### src/hdl/fdr_fifo.sv
// Short word queue between the front end and the back end.
`timescale 1ns / 1ps
module fdr_fifo #(
  parameter int unsigned DEPTH = 4,
  parameter int unsigned W     = 8
) (
  input  logic         clk,
  input  logic         rst_n,
  input  logic         push,
  input  logic [W-1:0] wdata,
  output logic         full,
  input  logic         pop,
  output logic [W-1:0] rdata,
  output logic         empty
);
  localparam int unsigned AW = (DEPTH > 1) ? $clog2(DEPTH) : 1;
  localparam int unsigned CW = $clog2(DEPTH + 1);

  logic [W-1:0]  mem_r [DEPTH];
  logic [AW-1:0] wr_ptr_r, rd_ptr_r;
  logic [CW-1:0] cnt_r;

  assign full  = (cnt_r == CW'(DEPTH));
  assign empty = (cnt_r == '0);
  assign rdata = mem_r[rd_ptr_r];

  function automatic logic [AW-1:0] ptr_inc(input logic [AW-1:0] p);
    return (p == AW'(DEPTH - 1)) ? '0 : p + AW'(1);
  endfunction

  always_ff @(posedge clk) begin
    if (!rst_n) begin
      wr_ptr_r <= '0;
      rd_ptr_r <= '0;
      cnt_r    <= '0;
    end else begin
      if (push) wr_ptr_r <= ptr_inc(wr_ptr_r);
      if (pop)  rd_ptr_r <= ptr_inc(rd_ptr_r);
      if (push && !pop)      cnt_r <= cnt_r + CW'(1);
      else if (pop && !push) cnt_r <= cnt_r - CW'(1);
    end
  end

  always_ff @(posedge clk) begin
    if (push) mem_r[wr_ptr_r] <= wdata;
  end

  a_no_overflow: assert property (@(posedge clk) disable iff (!rst_n) push |-> !full)
    else $error("queue push while full");
  a_no_underflow: assert property (@(posedge clk) disable iff (!rst_n) pop |-> !empty)
    else $error("queue pop while empty");
  a_count_up: assert property (@(posedge clk) disable iff (!rst_n)
      (push && !pop) |=> (cnt_r == $past(cnt_r) + CW'(1)))
    else $error("queue count did not advance on push");
endmodule

### config.mk
export PLATFORM = sky130hd
export DESIGN_NAME = fdr_fifo
export DESIGN_NICKNAME = d
export VERILOG_FILES = /design/src/hdl/fdr_fifo.sv
export SDC_FILE = /design/constraint.sdc
export NUM_CORES = 1
export LEC_CHECK = 0
export BUFFER_PORTS_ARGS = -buffer_cell sky130_fd_sc_hd__buf_2
export CAP_MARGIN = 10
export CORE_ASPECT_RATIO = 0.9
export CORE_MARGIN = 1.5
export CORE_UTILIZATION = 55
export CTS_CLUSTER_DIAMETER = 40
export DETAILED_ROUTE_END_ITERATION = 8
export HOLD_SLACK_MARGIN = 0.03
export MAX_ROUTING_LAYER = met4
export PLACE_DENSITY_LB_ADDON = 0.12
export SETUP_SLACK_MARGIN = 0.02
export SLEW_MARGIN = 15
export SYNTH_ARGS = -nofsm -noshare
export SYNTH_HDL_FRONTEND = slang
export SYNTH_SLANG_ARGS = --single-unit
### constraint.sdc
create_clock -name clk -period 1.9 [get_ports clk]
set_input_delay 0.285 -clock clk [delete_from_list [all_inputs] [get_ports clk]]
set_output_delay 0.285 -clock clk [all_outputs]
set_load 0.01 [all_outputs]
; After elaboration in Yosys (flattened, before gate mapping)
; Memories as Yosys holds them, arrays and structs flattened. A register that Yosys moved wholly into a read port is not among the register bits.
; Cells that the tools add are included.
[totals]
ff_bits = 7
ramBits = 32
in_bits = 12
out_inout_bits = 10
wordCells = 25
n_memories = 1
[classes]
add_sub_neg = 4
eq_ne = 3
mux = 8
n_reduce_logical = 6
[mem_list]
columns = name, words, width, rd, rd_ports_with_merged_regs, wr, line
row1 = mem_r, 4, 8, 1, 1, 1, 19  ; logic [W-1:0] mem_r [DEPTH];
[ops]
columns = cell, n
row1 = $mux 2, 4
row2 = $mux 3, 2
row3 = $add 2x1->2 const B, 2
row4 = $eq 2x2->1 const B, 2
row5 = $add 3x1->3 const B, 1
row6 = $eq 3x3->1 const B, 1
row7 = $logic_not 3->1, 1
row8 = $sub 3x1->3 const B, 1
row9 = $logic_and 1x1->1, 2
row10 = $logic_not 1->1, 2
row11 = $mux 1, 2
row12 = $reduce_bool 2->1, 1

; Depth between registers and ports, before layout
[depth]
word_depth = 4
depth_mapped = 7

; Least setup slack after synthesis
; Ideal clock, no wire load.
[synth_path]
path_kind = input to register
start = input port pop
end = register cnt_r[2]
setup_time_ps = 70
arrival_time_ps = 1478
slack_ps = 352
cell_stages = 7
path_cell_list = inv_1 > ha_1 > inv_1 > fa_1 > xor2_1 > or3_1 > a21boi_1
[synth_via]
elab_chain_cells = 3
[synth_rtl]
columns = element, line
row1 = "start, declared", 12  ; input logic pop,
row2 = $logic_not 1->1, 39  ; if (push && !pop) cnt_r <= cnt_r + CW'(1);
row3 = $logic_and 1x1->1, 39
row4 = $mux 3 / $reduce_bool 2->1 (equally long branches), n/a
row5 = "end signal, assigned", 39
row6 = "end signal, assigned", 40  ; else if (pop && !push) cnt_r <= cnt_r - CW'(1);
row7 = "end, declared", 21  ; logic [CW-1:0] cnt_r;
; Parallel ways exist; a longest one is shown, timed or not.
; A chain may end at the register's enable or synchronous reset.

==> results.yml <==
outcome:
  status: "completed"
power:
  pwr-share-seq: 0.632
  p_leak_nw: 0.666
  swShare: 0.235
  p_comb_frac: 0.126
  clkPwrFrac: 0.242
  powerDensity_nw_per_um2: 917
  intPower_mw: 1.27
  vdd_drop_max_uv: 456
  power.switching_mw: 0.391
placed_design:
  place_congestion: 0.699
  placed_area_um2: 1760
  dp_hpwl_um: 1710
  numPortBuffers: 21
cells_and_area:
  multi_input_comb_area_um2: 443
  fillers: 203
  design_area_um2: 1810
  drive_gt1_frac: 0.316
  nets: 132
  diodes: 0
  seqCellArea_um2: 1140
  syn2layout_area_growth_pct: 12.2
yosys:
  synth_most_common_cell: "edfxtp_1"
  synth_top_area_cell: "edfxtp_1"
  synthArstFlopShare: 0
  ys_top_cells_by_count: "32 x edfxtp_1, 9 x dfxtp_1, 8 x mux4_2, 6 x ha_1"
  synth_seq_cells: 41
  syn_inst: 86
  syn-num-nets: 105
  synthFlopType: "edfxtp_1"
  synthesis.area_um2: 1620
  synth_cell_types: 20
  synth_top_area_frac: 0.595
  syn-mean-instance-area_um2: 18.8
  yosys_warnings: 0
  yosys-top-cells-area: "edfxtp_1 59%, dfxtp_1 11%, mux4_2 11%"
  yosysSeqAreaShare: 0.706
  synth-edff-count: 32
clock_network:
  cts_root_buffer: "clkbuf_4"
  clk_pin_slew_ns: 0.12
  postCtsResizedCells: 0
  clock_path_buffers: 2
  hold_buffers: 0
  cts_buffers: 5
  clock-sinks: 41
  htree_levels: 2
  worstSkewPairLatency_ns: 0.33
  post-cts-setup-buffers: 0
  cts_tree: "yes"
timing:
  finalSetupViolations: 0
  clock.fmax_mhz: 553
  hold_violations: 0
  max_slew_margin: 0.696
  fin_tns_setup_ns: 0
  tightest_slew_ns: 0.456
  period_minus_slack_ns: 1.81
  final.period_utilization: 0.952
  rsz0062_at_grt: "no"
  report.final.slew_viol_count: 0
  skew_ns: 0.00804
global_routing:
  grt_max_degree: 13
  grt_pass1_wl_um: 3710
  antenna_found_initial: 0
  grt_overflow: 0
  grt_usage: 0.176
  grt_pass1_vias: 822
critical_path:
  crit_fanout: 8
  critPathKind: "register to output port"
  r2r-start: "cnt_r[0]"
  cp.arrival_ns: 1.52
  cp.required_ns: 1.62
  end_kind: "output port"
  worstSetupStartpointType: "register"
flow_run:
  drv_cap: 0
min_path:
  hp-start: "wdata[7]"
  hp-class: "input port to register"
floorplanning:
  start_util: 0.583
  dieHeight_um: 54.4
  core_um2: 2770
  row_count: 18
  die_w_um: 60.1
  die-area_um2: 3270
  pin_count: 22
route:
  postRouteAntennaNets: 0
  wl_per_cell_um: 16.1
  post-route-drc-count: 0
  finalWirelength_um: 2480
  dr.pass1.iters: 4
  drt_iter0_markers: 13
  vias_per_cell: 5.15
  vias: 793
==> power by group through the flow <==
stage	registers, mW	logic (mW)	clock network, mW
6_report	1.05	0.209	0.401
5_1_grt	1.06	0.236	0.443
4_1_cts	1.05	0.214	0.417
3_5_place_dp	1.07	0.214	0
3_3_place_gp	1.07	0.202	0
2_1_floorplan	1.06	0.144	0
==> metrics by stage <==
step | cells | power (mW) | utilization | setup WS (ns) | hold slack, ns
floorplan | 86 | 1.20 | - | 0.352 | 0.384
global placement | 146 | 1.27 | 0.636 | 0.176 | 0.477
detailed placement | 146 | 1.29 | 0.636 | 0.112 | 0.493
CTS | 154 | 1.68 | 0.654 | 0.0602 | 0.141
global route | 154 | 1.74 | 0.654 | 0.0201 | 0.138
finish | 154 | 1.66 | 0.654 | 0.0906 | 0.153
==> metal layers <==
layer	vias to the layer above	global-route usage	part of all wire	wire length, um
met1	387	0.195	0.42	1040
met5	-	-	0	0
met4	0	0.0778	0.010	25
li1	383	-	-	-
met3	4	0.0473	0.035	86
met2	19	0.301	0.54	1330
==> sequential cells by signal, indices dropped and copies added, names as in the netlist, named ones only <==
name,cells
wr_ptr_r,2
cnt_r,3
rd_ptr_r,2
mem_r,32
==> layout by cell type, fill, tap and decap left out, drive strengths merged <==
master / n
mux2i: 4
nor3b: 1
and2: 5
ha: 6
clkbuf: 7
edfxtp: 32
nor2: 1
nor3: 2
inv: 4
xor2: 1
fa: 1
o21ai: 1
or3: 1
a21boi: 1
o21a: 1
clkinv: 1
xnor2: 1
mux4: 8
dfxtp: 9
buf: 22
nor2b: 5
==> layout make-up <==
cell class / instances / area share
clock inverter: 1 / 0.00276
sequential: 41 / 0.630
multi-input combinational: 39 / 0.244
timing repair buffer: 22 / 0.0622
tap: 40 / 0.0276
clock buffer: 7 / 0.0249
inverter: 4 / 0.00829
==> cells by family after synthesis <==
kind of cell             after synthesis  synth area share
flip-flops                            41             0.706
buffers and inverters                  6            0.0194
multiplexers                          12             0.136
AO/OA/AOI/OAI                          3            0.0124
XOR/XNOR                               2            0.0108
adder cells (fa/ha/maj)                7            0.0589
AND/OR/NAND/NOR                       15            0.0558
==> critical path, cell delays in order (launching register included) <==
cell and delay [ns]:
dfxtp_1 0.32, buf_4 0.19, mux4_2 0.52, buf_2 0.16
==> worst paths after layout <==
| path | to | slack, ns | cells after the start |
|---|---|---|---|
| worst max-delay path | rdata[0] | 0.09 | 3 |
| worst min-delay path | mem_r[0][7] | 0.15 | 1 |
| worst max register to register | cnt_r[2] | 0.43 | 4 |
| worst min register to register | cnt_r[2] | 0.50 | 2 |
(Power assumes the default switching activity.)
