`config.mk`:
```
export PLATFORM = sky130hd
export DESIGN_NAME = fdr_front
export DESIGN_NICKNAME = d
export VERILOG_FILES = /design/src/hdl/fdr_pkg.sv /design/src/hdl/fdr_front.sv
export SDC_FILE = /design/constraint.sdc
export NUM_CORES = 2
export LEC_CHECK = 0
export CAP_MARGIN = 20
export CORE_ASPECT_RATIO = 0.8
export CORE_MARGIN = 4
export CORE_UTILIZATION = 40
export DETAILED_ROUTE_END_ITERATION = 10
export DONT_BUFFER_PORTS = 1
export PLACE_DENSITY = 0.54
export SYNTH_ARGS = -nofsm -noshare
export SYNTH_HDL_FRONTEND = slang
export SYNTH_SLANG_ARGS = --single-unit
```
`constraint.sdc`:
```
create_clock -name clk -period 15.9 [get_ports clk]
set_clock_uncertainty 0.2 [all_clocks]
set_input_delay 2.385 -clock clk [delete_from_list [all_inputs] [get_ports clk]]
set_output_delay 2.385 -clock clk [all_outputs]
set_load 0.02 [all_outputs]
```
`src/hdl/fdr_pkg.sv`:
```
// Shared types and constants for the Fresnel dielectric reflectance block.
`timescale 1ns / 1ps
package fdr_pkg;
  localparam int unsigned CFG_IDX_W = 2;
  localparam logic [CFG_IDX_W-1:0] CFG_ETA_INCIDENT = 2'd0;
  localparam logic [CFG_IDX_W-1:0] CFG_ETA_TRANSMIT = 2'd1;

  localparam logic [16:0] ONE_Q16 = 17'h10000;
  localparam logic signed [15:0] COS_POS_ONE = 16'sd16384;
  localparam logic signed [15:0] COS_NEG_ONE = -16'sd16384;

  // word handed from the front end to the back end through the queue
  typedef struct packed {
    logic        tir;   // total internal reflection
    logic [63:0] num;   // (et^2*2^28 - ei^2*sin^2) << 4
    logic [31:0] den;   // et^2
    logic [14:0] ac;    // |cos|, Q1.14
    logic [15:0] ei;
    logic [15:0] et;
  } fdr_item_t;
endpackage

```
`src/hdl/fdr_front.sv`:
```
// Front end: clamp, swap indices, sine term and exact total internal reflection test.
`timescale 1ns / 1ps
module fdr_front import fdr_pkg::*; (
  input  logic               clk,
  input  logic               rst_n,
  input  logic               in_valid,
  output logic               in_stall,
  input  logic signed [15:0] in_cos_incidence,
  input  logic [15:0]        eta_i,
  input  logic [15:0]        eta_t,
  input  logic               q_full,
  output logic               q_push,
  output fdr_item_t          q_item
);
  logic fe;
  logic signed [15:0] c_clamp, c_abs;
  logic exiting;

  logic v1_r, v2_r, v3_r, v4_r;
  logic [14:0] ac1_r, ac2_r, ac3_r, ac4_r;
  logic [15:0] ei1_r, ei2_r, ei3_r, ei4_r;
  logic [15:0] et1_r, et2_r, et3_r, et4_r;
  logic [29:0] acsq2_r;
  logic [31:0] eisq2_r, eisq3_r;
  logic [31:0] etsq2_r, etsq3_r, etsq4_r;
  logic [28:0] sin2_3_r;
  logic [60:0] lhs4_r;

  logic [29:0] acsq_nxt;
  logic [31:0] eisq_nxt, etsq_nxt;
  logic [28:0] sin2_nxt;
  logic [60:0] lhs_nxt, rhs, diff;

  assign fe       = !(v4_r && q_full);
  assign in_stall = !fe;
  assign q_push   = v4_r && fe;

  always_comb begin
    c_clamp = in_cos_incidence;
    if (in_cos_incidence > COS_POS_ONE) begin
      c_clamp = COS_POS_ONE;
    end else if (in_cos_incidence < COS_NEG_ONE) begin
      c_clamp = COS_NEG_ONE;
    end
    exiting = (c_clamp <= 16'sd0);
    c_abs   = exiting ? -c_clamp : c_clamp;
  end

  assign acsq_nxt = 30'(ac1_r) * 30'(ac1_r);
  assign eisq_nxt = 32'(ei1_r) * 32'(ei1_r);
  assign etsq_nxt = 32'(et1_r) * 32'(et1_r);
  assign sin2_nxt = 29'h1000_0000 - 29'(acsq2_r);
  assign lhs_nxt  = 61'(eisq3_r) * 61'(sin2_3_r);

  assign rhs  = 61'({etsq4_r, 28'd0});
  assign diff = rhs - lhs4_r;

  always_comb begin
    q_item.tir = (lhs4_r >= rhs);
    q_item.num = {diff[59:0], 4'd0};
    q_item.den = etsq4_r;
    q_item.ac  = ac4_r;
    q_item.ei  = ei4_r;
    q_item.et  = et4_r;
  end

  always_ff @(posedge clk) begin
    if (!rst_n) begin
      v1_r <= 1'b0;
      v2_r <= 1'b0;
      v3_r <= 1'b0;
      v4_r <= 1'b0;
    end else if (fe) begin
      v1_r <= in_valid;
      v2_r <= v1_r;
      v3_r <= v2_r;
      v4_r <= v3_r;
    end
  end

  always_ff @(posedge clk) begin
    if (fe) begin
      ac1_r    <= c_abs[14:0];
      ei1_r    <= exiting ? eta_t : eta_i;
      et1_r    <= exiting ? eta_i : eta_t;
      acsq2_r  <= acsq_nxt;
      eisq2_r  <= eisq_nxt;
      etsq2_r  <= etsq_nxt;
      ac2_r    <= ac1_r;
      ei2_r    <= ei1_r;
      et2_r    <= et1_r;
      sin2_3_r <= sin2_nxt;
      eisq3_r  <= eisq2_r;
      etsq3_r  <= etsq2_r;
      ac3_r    <= ac2_r;
      ei3_r    <= ei2_r;
      et3_r    <= et2_r;
      lhs4_r   <= lhs_nxt;
      etsq4_r  <= etsq3_r;
      ac4_r    <= ac3_r;
      ei4_r    <= ei3_r;
      et4_r    <= et3_r;
    end
  end
endmodule

```
* Word level (Yosys, flattened, before mapping)
Cells that the tools add are included.
Operators by class: $add $sub $neg 3, multiply operators 4, $lt $le $gt $ge 4, multiplexer cells 5, reductions and logical operators 3
Operator list (number):
- $mul 16x16->32 | 2
- $mux 16 | 4
- $ge 61x60->1 | 1
- $mul 32x29->61 | 1
- $sub 60x60->60 | 1
- $mul 15x15->29 | 1
- $sub 29x29->29 const A | 1
- $gt 16x16->1 const B | 1
- $le 16x1->1 const B | 1
- $lt 16x15->1 const B | 1
- $mux 15 | 1
- $neg 15->15 | 1
- $logic_and 1x1->1 | 2
- $logic_not 1->1 | 1
Storage, ports and cells: flip-flop bits (word level) 471, input bits 52, output and inout bits 146

* Depth between registers and ports, before layout
depth in word-level cells 5, gate-level depth with buffers 30, mapped depth without buffers 27

* Worst setup path after synthesis
OpenSTA, ideal clock, no wires.
path kind input to output, start point in q_full, end point out in_stall, arrival 14198 ps, path slack -883 ps, cell stages on the path 2, cell sequence nand2_1 inv_1
Between the ends: word-level cells in the longest chain between the ends 1
RTL lines:
- from (decl) | line fdr_front.sv:11 | input logic q_full,
- $logic_and 1x1->1 | line fdr_front.sv:34 | assign fe = !(v4_r && q_full);
- to (decl) | line fdr_front.sv:7 | output logic in_stall,
No other way between the ends.

* Worst setup path in the final report
start point reg sin2_3_r[2], end point reg lhs4_r[57] (data pin)
Between the ends: word-level cells in the longest chain between the ends 1
RTL lines:
- from (decl) | line fdr_front.sv:26 | logic [28:0] sin2_3_r;
- from (signal assigned) | line fdr_front.sv:92 | sin2_3_r <= sin2_nxt;
- $mul 32x29->61 | line fdr_front.sv:53 | assign lhs_nxt = 61'(eisq3_r) * 61'(sin2_3_r);
- via lhs_nxt[57] | line fdr_front.sv:32 | logic [60:0] lhs_nxt, rhs, diff;
- to (signal assigned) | line fdr_front.sv:98 | lhs4_r <= lhs_nxt;
- to (decl) | line fdr_front.sv:27 | logic [60:0] lhs4_r;
The timed path passes the listed nets, and every way through them passes these cells. A chain may end at the register's enable or synchronous reset.

==> summary.txt <==
Outcome
  – Outcome: complete, no violations

Routing
  – Drc violations: 0
  – Via count: 44610
  – DR WL/cell: 19.53 microns
  – DR pass1 iterations: 5
  – Total wire length: 174500 microns
  – Starting DRC count in detailed routing: 2885
  – ANT nets after route: 0
  – Routed vias/inst: 4.993

Clock tree
  – Clk slew on worst S/H paths: 0.07 ns
  – Total CTS buffers: 55
  – Worst-skew pair later-pin latency: 0.69 ns
  – CTS tree: done
  – Sink Count: 456
  – Setup bufs post-CTS: 0
  – CTS max path bufs: 3
  – CTS root buffer: clkbuf_16
  – Hold buffers post-CTS: 0
  – CTS H-tree depth: 2
  – Post-CTS Resized: 0

Synthesis
  – Synthesized flop and latch total: 456
  – Post-Syn Instances: 6741
  – Async SR Flop Fraction: 0
  – Mapped Area: 68430 sq um
  – Most used DFF post-synth: edfxtp_1
  – XOR/XNOR Fraction of Synth Area: 0.03110
  – Post-synth EDFFs: 452
  – Post-synth cell types: 83
  – Post-synthesis mux area share: 0.005760
  – Synth Area in Adders: 0.4789
  – Synth Area in Simple Gates: 0.1289
  – Largest family of logic cells by synthesized area: adder cells
  – Area fraction in compound gates after synthesis: 0.05444
  – Yosys warnings: 0
  – Register area share after synthesis: 0.1995
  – Avg Cell Area, Syn: 10.15 sq um

Cells and area
  – Post-route cell area: 72940 sq um
  – FILL cells: 16420
  – Layout cells sized above 1: 0.03792
  – Cell Count, Final, Fillers Out: 8935
  – Nets@finish: 8542
  – Area delta synth->final: 6.599%

STA
  – Final hold violations: 0
  – Fmax: 108.2 MHz
  – Hold Worst Slack: 0.2108 ns
  – Final Cycle Share: 0.5813
  – Tightest Pin Transition: 1.080 ns
  – Setup-failing EPs final: 0
  – Slew margin rel.: 0.2802
  – Minimum clock period: 9.242 ns
  – RSZ-0062 raised after global routing: false
  – Post-Route Setup TNS: 0 ns
  – Fin. max-slew vios: 0

Critical path
  – Critical-path cell list: and2_1 -> fa_1 -> fa_1 -> fa_1 -> inv_1 -> fa_1 -> inv_1 -> fa_1 -> fa_1 -> fa_1 -> inv_1 -> fa_1 -> inv_1 -> ha_1 -> and4_1 -> nand3_1 -> or4b_1 -> o311a_1 -> a211oi_1 -> nor2_1 -> o311ai_0 -> a21oi_1 -> xnor2_1
  – Critical Path Slowest Stage Cell: edfxtp_1
  – Worst-path fanout max: 31
  – Worst r2r src: sin2_3_r[2]$_DFFE_PN_
  – Worst EP required: 16.13 ns
  – Stages on the worst setup path: 23
  – Worst EP arrival: 9.48 ns
  – Worst setup SP type: flop
  – WP buf/inv: 4
  – R2R Setup Slk: 6.66 ns
  – CP endpoint kind: flop
  – End of the worst register-to-register path: lhs4_r[57]$_DFFE_PN_
  – Worst R2R Path Depth: 23
  – Slowest stage delay, CP: 1.06 ns
  – Top delay family on crit path: adder cells
  – Kind of critical path: reg -> reg
  – Crit path top cell by count: fa_1

Placement
  – HPWL Detailed: 135200 microns
  – Post-place instance area: 70950 sq um
  – Placed Cells incl. Taps: 8828
  – Final Wtd Congestion: 0.8579
  – Number of port buffers: 0

Floorplanning
  – # rows: 135
  – Die height: 377.9 microns
  – Die width: 470.4 microns
  – Area of the core: 169600 sq um
  – # IOs: 198
  – Initial core utilization: 0.4035
  – Die footprint: 177800 sq um

GRT
  – First-pass GRT wire length: 278300 microns
  – Largest net degree at the start of global routing: 160
  – Met1 Use GR: 0.3030
  – GRT Max-Usage Layer: met1
  – Number of global-route vias before repair: 47180
  – GRT overflow: 0
  – Antenna violations before repair: 4
  – Gr usage total: 0.1999
  – Global-route met2 utilization: 0.3024
  – Met3 GRT Util: 0.03006

Hold path
  – Hold Path Sink: eisq3_r[31]$_DFFE_PN_
  – Worst min path class: reg -> reg
  – Hold depth: 0
  – Hold path startpoint: eisq2_r[31]$_DFFE_PN_

Run
  – Max cap viols: 0
[cell type report]
type / count / area, sq um / share of cell area
clock inverter: 44 / 586.8 / 0.008045
inverter: 1561 / 5859 / 0.08033
timing repair buffer: 85 / 670.6 / 0.009194
clock buffer: 59 / 1391 / 0.01907
multi-input combinational: 4467 / 47940 / 0.6573
antenna: 3 / 7.507 / 0.0001029
tap: 2260 / 2828 / 0.03877
sequential: 456 / 13650 / 0.1872
[synth_stat cells, drive strengths merged (8+ instances only)]
cell	count	area (sq um)
o21ai	84	420.4
clkbuf	265	994.7
and2	672	4204
nor2	180	675.7
o21a	17	127.6
a21o	111	833.3
nand4	25	156.4
a211oi	24	192.7
o211ai	8	60.06
a21oi	191	955.9
a311oi	8	70.07
xor2	94	823.3
fa	1258	25180
o21bai	20	153.9
and3	24	150.1
and4	9	78.83
xnor2	149	1305
o31ai	15	145.1
nand2b	18	112.6
a31oi	15	93.84
or2	18	115.1
ha	606	7582
nor4	11	75.07
nor3	36	180.2
mux2	35	394.1
or3	17	111.4
nand3	45	237.7
edfxtp	452	13570
nand2	628	2357
inv	1561	5859
buf	13	80.07
nor2b	31	193.9
[state kept, by name, summed over array words and instances (netlist names), 15 cells and up]
register	cells
ac1_r	15
ac2_r	15
ac4_r	15
acsq2_r	27
ei1_r	16
ei2_r	16
ei3_r	16
ei4_r	16
eisq2_r	30
eisq3_r	30
et1_r	16
et2_r	16
et3_r	16
et4_r	16
etsq2_r	30
etsq3_r	30
etsq4_r	30
lhs4_r	60
sin2_3_r	28
[metal layers]
metal | routed length [microns] | up-vias | part of all wire
met4 | 3669 | 0 | 0.021
met2 | 75890 | 1131 | 0.43
met3 | 10810 | 170 | 0.062
li1 | - | 20370 | -
met1 | 84100 | 22940 | 0.48
met5 | 0 | - | 0
[cells in the final DEF, fill, tap and decap left out, types with 111 or more instances in the layout]
cell,Yosys,routed
nor2_1,180,180
ha_1,606,606
inv_1,1561,1561
edfxtp_1,452,452
xnor2_1,149,149
nand2_1,628,627
a21o_1,111,111
a21oi_1,191,190
fa_1,1258,1258
and2_1,671,671
[metrics by stage]
| stage | util | setup WS [ns] |
|---|---|---|
| after global routing | 0.4301 | 6.356 |
| after CTS | 0.4300 | 6.695 |
| final | 0.4301 | 6.658 |
| after detailed placement | 0.4184 | 6.688 |
| after global placement | 0.4182 | 6.459 |
| after floorplan | - | 4.206 |
[kinds of logic after synthesis]
group | after synthesis
adders and majority gates | 1864
buffers and inverters | 1839
and+or+nand+nor | 1734
AOI/OAI and AO/OA | 568
DFF | 456
xor gates and xnor gates | 243
muxes | 35
other | 2
[worst max path at each step]
| stage | endpoint | start | slack (ns) |
|---|---|---|---|
| final | lhs4_r[57]$_DFFE_PN_ | sin2_3_r[2]$_DFFE_PN_ | 6.66 |
| after global routing | lhs4_r[57]$_DFFE_PN_ | sin2_3_r[3]$_DFFE_PN_ | 6.36 |
| after CTS | lhs4_r[59]$_DFFE_PN_ | sin2_3_r[3]$_DFFE_PN_ | 6.69 |
| after detailed placement | lhs4_r[59]$_DFFE_PN_ | sin2_3_r[3]$_DFFE_PN_ | 6.69 |
| after global placement | lhs4_r[59]$_DFFE_PN_ | sin2_3_r[5]$_DFFE_PN_ | 6.46 |
| after floorplan | in_stall | q_full | 4.21 |
Power is left out: the tool's default activity adds up to more than one toggle a clock period on the data nets, which glitch-free logic cannot reach.
